File: config.mk
export PLATFORM = sky130hd
export DESIGN_NAME = iss_ctrl
export DESIGN_NICKNAME = d
export VERILOG_FILES = /design/src/iss_pkg.sv /design/src/iss_ctrl.sv
export SDC_FILE = /design/constraint.sdc
export NUM_CORES = 1
export LEC_CHECK = 0
export ABC_AREA = 0
export BUFFER_PORTS_ARGS = -buffer_cell sky130_fd_sc_hd__clkbuf_2
export CAP_MARGIN = 10
export CELL_PAD_IN_SITES_DETAIL_PLACEMENT = 1
export CELL_PAD_IN_SITES_GLOBAL_PLACEMENT = 2
export CORE_MARGIN = 2
export CORE_UTILIZATION = 29
export CTS_BUF_LIST = sky130_fd_sc_hd__clkbuf_2
export DETAILED_ROUTE_END_ITERATION = 12
export PLACE_DENSITY_LB_ADDON = 0.1
export SLEW_MARGIN = 30
export SYNTH_ARGS = -nofsm -noshare
export SYNTH_HDL_FRONTEND = slang
export SYNTH_SLANG_ARGS = --single-unit
File: constraint.sdc
create_clock -name clock -period 6.75 [get_ports clock]
set_clock_uncertainty 0.15 [all_clocks]
set_input_delay 2.025 -clock clock [delete_from_list [all_inputs] [get_ports clock]]
set_output_delay 2.025 -clock clock [all_outputs]
set_load 0.05 [all_outputs]
File: src/iss_pkg.sv
package iss_pkg;

   localparam int CAPACITY_DEF = 1024;

   // fixed field widths of the transaction payloads
   localparam int CMD_W       = 4;
   localparam int POS_W       = 10;
   localparam int WORD_W      = 32;
   localparam int STATUS_W    = 2;
   localparam int FIDX_W      = 10;
   localparam int COUNT_OUT_W = 11;
   localparam int REQ_DATA_W  = 48;
   localparam int RSP_DATA_W  = 56;

   typedef enum logic [CMD_W-1:0] {
      CMD_PUSH_FRONT = 4'd0,
      CMD_PUSH_BACK  = 4'd1,
      CMD_POP_FRONT  = 4'd2,
      CMD_POP_BACK   = 4'd3,
      CMD_INSERT     = 4'd4,
      CMD_REMOVE     = 4'd5,
      CMD_REPLACE    = 4'd6,
      CMD_READ       = 4'd7,
      CMD_FIND       = 4'd8,
      CMD_SIZE       = 4'd9
   } cmd_type;

   typedef enum logic [STATUS_W-1:0] {
      STAT_OK       = 2'd0,
      STAT_RANGE    = 2'd1,
      STAT_FULL     = 2'd2,
      STAT_NOTFOUND = 2'd3
   } status_type;

   typedef enum logic [3:0] {
      S_IDLE,
      S_DECODE,
      S_SHIFT_UP,
      S_SHIFT_DN,
      S_FLUSH_UP,
      S_FLUSH_DN,
      S_PLACE,
      S_RD_WAIT,
      S_FIND,
      S_RESP
   } state_type;

   typedef enum logic [3:0] {
      OP_NONE,
      OP_LATCH,
      OP_APPEND,
      OP_PUT,
      OP_PLACE,
      OP_DROP,
      OP_SHUP_INIT,
      OP_SHDN_INIT,
      OP_STEP_UP,
      OP_STEP_DN,
      OP_READ,
      OP_CAPTURE,
      OP_FIND_INIT,
      OP_FIND_STEP,
      OP_RESPOND
   } dp_op_type;

   typedef struct packed {
      dp_op_type  op;
      logic       set_status;
      status_type status;
   } ctrl_cmd_type;

   typedef struct packed {
      cmd_type cmd;
      logic    pos_oor;
      logic    full;
      logic    empty;
      logic    no_shift_up;
      logic    no_shift_dn;
      logic    up_last;
      logic    dn_last;
      logic    find_hit;
      logic    find_miss;
      logic    out_free;
   } dp_stat_type;

endpackage

File: src/iss_ctrl.sv
module iss_ctrl (
   input  logic                 clock,
   input  logic                 reset,
   input  logic                 req_tvalid,
   output logic                 req_tready,
   input  iss_pkg::dp_stat_type stat,
   output iss_pkg::ctrl_cmd_type cmd
);
   import iss_pkg::*;

   state_type state_ff;
   state_type state_in;

   always_ff @(posedge clock) begin
      if (reset) begin
         state_ff <= S_IDLE;
      end else begin
         state_ff <= state_in;
      end
   end

   // next state
   always_comb begin
      state_in = state_ff;
      case (state_ff)
         S_IDLE: begin
            if (req_tvalid) state_in = S_DECODE;
         end
         S_DECODE: begin
            state_in = S_RESP;
            case (stat.cmd)
               CMD_PUSH_FRONT: begin
                  if (!stat.full) state_in = stat.no_shift_up ? S_PLACE : S_SHIFT_UP;
               end
               CMD_INSERT: begin
                  if (!stat.pos_oor && !stat.full) begin
                     state_in = stat.no_shift_up ? S_PLACE : S_SHIFT_UP;
                  end
               end
               CMD_POP_FRONT: begin
                  if (!stat.empty && !stat.no_shift_dn) state_in = S_SHIFT_DN;
               end
               CMD_REMOVE: begin
                  if (!stat.pos_oor && !stat.no_shift_dn) state_in = S_SHIFT_DN;
               end
               CMD_READ: begin
                  if (!stat.pos_oor) state_in = S_RD_WAIT;
               end
               CMD_FIND: begin
                  if (!stat.empty) state_in = S_FIND;
               end
               default: state_in = S_RESP;
            endcase
         end
         S_SHIFT_UP: begin
            if (stat.up_last) state_in = S_FLUSH_UP;
         end
         S_SHIFT_DN: begin
            if (stat.dn_last) state_in = S_FLUSH_DN;
         end
         S_FLUSH_UP: state_in = S_PLACE;
         S_FLUSH_DN: state_in = S_RESP;
         S_PLACE:    state_in = S_RESP;
         S_RD_WAIT:  state_in = S_RESP;
         S_FIND: begin
            if (stat.find_hit || stat.find_miss) state_in = S_RESP;
         end
         S_RESP: begin
            if (stat.out_free) state_in = S_IDLE;
         end
         default: state_in = S_IDLE;
      endcase
   end

   // outputs
   always_comb begin
      req_tready     = (state_ff == S_IDLE);
      cmd.op         = OP_NONE;
      cmd.set_status = 1'b0;
      cmd.status     = STAT_OK;
      case (state_ff)
         S_IDLE: begin
            if (req_tvalid) cmd.op = OP_LATCH;
         end
         S_DECODE: begin
            case (stat.cmd)
               CMD_PUSH_FRONT: begin
                  if (stat.full) begin
                     cmd.set_status = 1'b1;
                     cmd.status     = STAT_FULL;
                  end else if (!stat.no_shift_up) begin
                     cmd.op = OP_SHUP_INIT;
                  end
               end
               CMD_PUSH_BACK: begin
                  if (stat.full) begin
                     cmd.set_status = 1'b1;
                     cmd.status     = STAT_FULL;
                  end else begin
                     cmd.op = OP_APPEND;
                  end
               end
               CMD_POP_FRONT: begin
                  if (!stat.empty) cmd.op = stat.no_shift_dn ? OP_DROP : OP_SHDN_INIT;
               end
               CMD_POP_BACK: begin
                  if (!stat.empty) cmd.op = OP_DROP;
               end
               CMD_INSERT: begin
                  if (stat.pos_oor) begin
                     cmd.set_status = 1'b1;
                     cmd.status     = STAT_RANGE;
                  end else if (stat.full) begin
                     cmd.set_status = 1'b1;
                     cmd.status     = STAT_FULL;
                  end else if (!stat.no_shift_up) begin
                     cmd.op = OP_SHUP_INIT;
                  end
               end
               CMD_REMOVE: begin
                  if (stat.pos_oor) begin
                     cmd.set_status = 1'b1;
                     cmd.status     = STAT_RANGE;
                  end else begin
                     cmd.op = stat.no_shift_dn ? OP_DROP : OP_SHDN_INIT;
                  end
               end
               CMD_REPLACE: begin
                  if (stat.pos_oor) begin
                     cmd.set_status = 1'b1;
                     cmd.status     = STAT_RANGE;
                  end else begin
                     cmd.op = OP_PUT;
                  end
               end
               CMD_READ: begin
                  if (stat.pos_oor) begin
                     cmd.set_status = 1'b1;
                     cmd.status     = STAT_RANGE;
                  end else begin
                     cmd.op = OP_READ;
                  end
               end
               CMD_FIND: begin
                  cmd.set_status = 1'b1;
                  cmd.status     = STAT_NOTFOUND;
                  if (!stat.empty) cmd.op = OP_FIND_INIT;
               end
               default: cmd.op = OP_NONE;
            endcase
         end
         S_SHIFT_UP: cmd.op = OP_STEP_UP;
         S_SHIFT_DN: cmd.op = OP_STEP_DN;
         S_FLUSH_UP: cmd.op = OP_NONE;
         S_FLUSH_DN: cmd.op = OP_DROP;
         S_PLACE:    cmd.op = OP_PLACE;
         S_RD_WAIT:  cmd.op = OP_CAPTURE;
         S_FIND: begin
            cmd.op = OP_FIND_STEP;
            if (stat.find_hit) begin
               cmd.set_status = 1'b1;
               cmd.status     = STAT_OK;
            end
         end
         S_RESP: begin
            if (stat.out_free) cmd.op = OP_RESPOND;
         end
         default: cmd.op = OP_NONE;
      endcase
   end

endmodule

==> impl_metrics.ini <==
[run_status]
outcome = complete, no violations

[sta]
post-route-period-util_pct = 83.7
drv_slew = 0
setup_violations = 0
worst_slew_pin_slew_ps = 550
rsz0062_at_grt = no
relSlewSlack_pct = 63.3
max_freq_mhz = 177
fin_crit_ps = 5650
final.setup.tns_ps = 0
hold_viol = 0

[finish]
top_register = state_ff
utilization_pct = 35.1
diodes = 0
drive_above_1_share_pct = 19.2
reg_top3 = state_ff: 4 flops
fillers = 376
largest_reg_flops = 4
nets = 170
synthToLayoutAreaGrowth_pct = 14.8

[grt]
gr-usage-all-layers_pct = 18.0
first_global_vias = 1024
grt.overflow.total = 0
gr-usage-met1_pct = 26.9
antenna_found_initial = 0
grt-busiest-layer = met2
grt_max_degree = 19
grt_pass1_wl_mm = 4.80
grtUsageMet3_pct = 1.12
use_met2_pct = 27.8

[floorplanning]
initial_utilization_pct = 30.5
io_pins = 25
die_w_um = 57.6
rows = 19
die-area_mm2 = 0.00332
die_h_um = 57.6
core_mm2 = 0.00273

[setup_path]
cp_max_fo = 16
cp_data_required_time_ps = 4580
criticalPathCategory = input pin to output pin
end_kind = output pin
cp_cell_sequence = clkbuf_2 -> nor2b_1 -> a22oi_1 -> o22ai_1 -> o21ai_0 -> o221ai_1 -> clkbuf_2
critical_path.slowest_cell = nor2b_1
cp.arrival_ps = 3470
start_kind = input pin
critPathMaxStageDelay_ps = 380
cp_common_cell = clkbuf_2

[synth]
yosys.area.top_type = dfxtp_1
synth_common_cells = 17 x nor2_1, 11 x a21oi_1, 9 x clkbuf_1, 9 x nand2_1
synth.avg_cell_area_um2 = 6.18
yosysSeqAreaShare_pct = 9.60
synthTopCellsByArea = dfxtp_1 9.6%, nor2_1 7.6%, a21oi_1 6.6%
synth_nets = 152
postSynthCellCount = 135
syn_area_um2 = 835
synth-main-ff-cell = dfxtp_1
synth.most_common_cell = nor2_1
synth_edf_count = 0
async_reset_ff_share_pct = 0
ys_ff_latch = 4
ys_types = 42
netlist.area_leader.share_pct = 9.60
yosys_warnings = 0

[cts]
cts-root-buf = clkbuf_2
clkLatencyLatePin_ps = 200
cts_setup_buffers = 0
cts_tree = built
clock-sinks = 4
cts_made_buffers = 3
htree_levels = 1
cts_resized = 0
hold_buffers = 0
clk_transition_reported_paths_ps = 40
cts_buffer_depth = 2

[power_and_ir_drop]
ir_drop_mv = 0.248
powerDensity_mw_per_mm2 = 313
leakage_nw = 0.376
total_power_uw = 300

[job]
cap_violations = 0

[detailed_routing]
drt_iter0_markers = 47
routedWlPerCell_um = 15.3
route.vias.total = 1057
drc = 0
antenna_left = 0
viasPerCell = 5.81
firstDrtPassIters = 4
drt-total-wl_mm = 2.79

[place]
dpl.hpwl_mm = 2.24
port_buffers = 24
gp_congestion = 0.739

[hold_path]
worstHoldPathType = flip-flop to flip-flop
[per-stage QoR]
| stage | cell area (µm²) | hold slack [ps] | std cells | setup slack [ps] |
|---|---|---|---|---|
| after floorplan | 835 | 514 | 135 | 694 |
| after global placement | 943 | 631 | 179 | 1170 |
| after detailed placement | 943 | 640 | 179 | 1120 |
| after CTS | 958 | 648 | 182 | 1120 |
| after global routing | 958 | 728 | 182 | 939 |
| final | 958 | 657 | 182 | 1100 |
[metal layers]
layer / routed length, µm / part of all wire [%]
met5: 0 / 0
met4: 0 / 0
met3: 51 / 1.8
met2: 1270 / 46
met1: 1470 / 52
[cell usage in the layout, fill, tap and decap left out, types with 3 or more instances in the layout]
master    netlist  routed
nor2_1         17      17
o22ai_1         4       4
o21ai_0         8       8
nor3_1          4       4
nand3_1         5       5
a21oi_1        11      11
a31oi_1         3       3
clkbuf_2        0      27
nand2_1         9       9
or3_1           4       4
inv_1           8       8
nand2b_1        5       5
a22oi_1         5       5
dfxtp_1         4       4
nor2b_1         6       6
nor3b_1         3       3
[final timing paths]
kind	to	cells past startpoint	start	slack [ps]
max	cmd[5]	7	stat[12]	1100
min	state_ff[2]$_SDFFE_PP0P_	2	state_ff[3]$_SDFFE_PP0P_	660
max reg2reg	state_ff[1]$_SDFFE_PP0P_	4	state_ff[1]$_SDFFE_PP0P_	4400
min reg2reg	state_ff[2]$_SDFFE_PP0P_	2	state_ff[3]$_SDFFE_PP0P_	660
[power breakdown]
group          internal [mW]  switching, mW
sequential            0.0311         0.0259
clock                 0.0119        0.00892
combinational         0.0708          0.151
total                  0.114          0.186
[layout make-up]
type	instances	area [µm²]	share of cell area [%]
Clock buffer	3	15.0	1.57
Inverter	8	30.0	3.13
Multi-Input combinational cell	112	674	70.4
Sequential cell	4	80.1	8.36
Tap cell	31	38.8	4.05
Timing Repair Buffer	24	120	12.5
[logic make-up (layout without fill, tap and decap cells)]
logic type / count (synthesis) / in the layout / synth area share [%]
simple gates: 57 / 57 / 34.6
compound gates: 53 / 53 / 43.9
buf+inv: 19 / 35 / 9.59
flops: 4 / 4 / 9.60
xor+xnor: 1 / 1 / 1.05
mux: 1 / 1 / 1.20
[worst max-delay path: cells and delay by family]
family	cells	cell delay [ps]
AO/OA/AOI/OAI	4	500
buffers and inverters	2	570
AND/OR/NAND/NOR	1	380
Note: power is estimated with default switching activity, not from simulation.
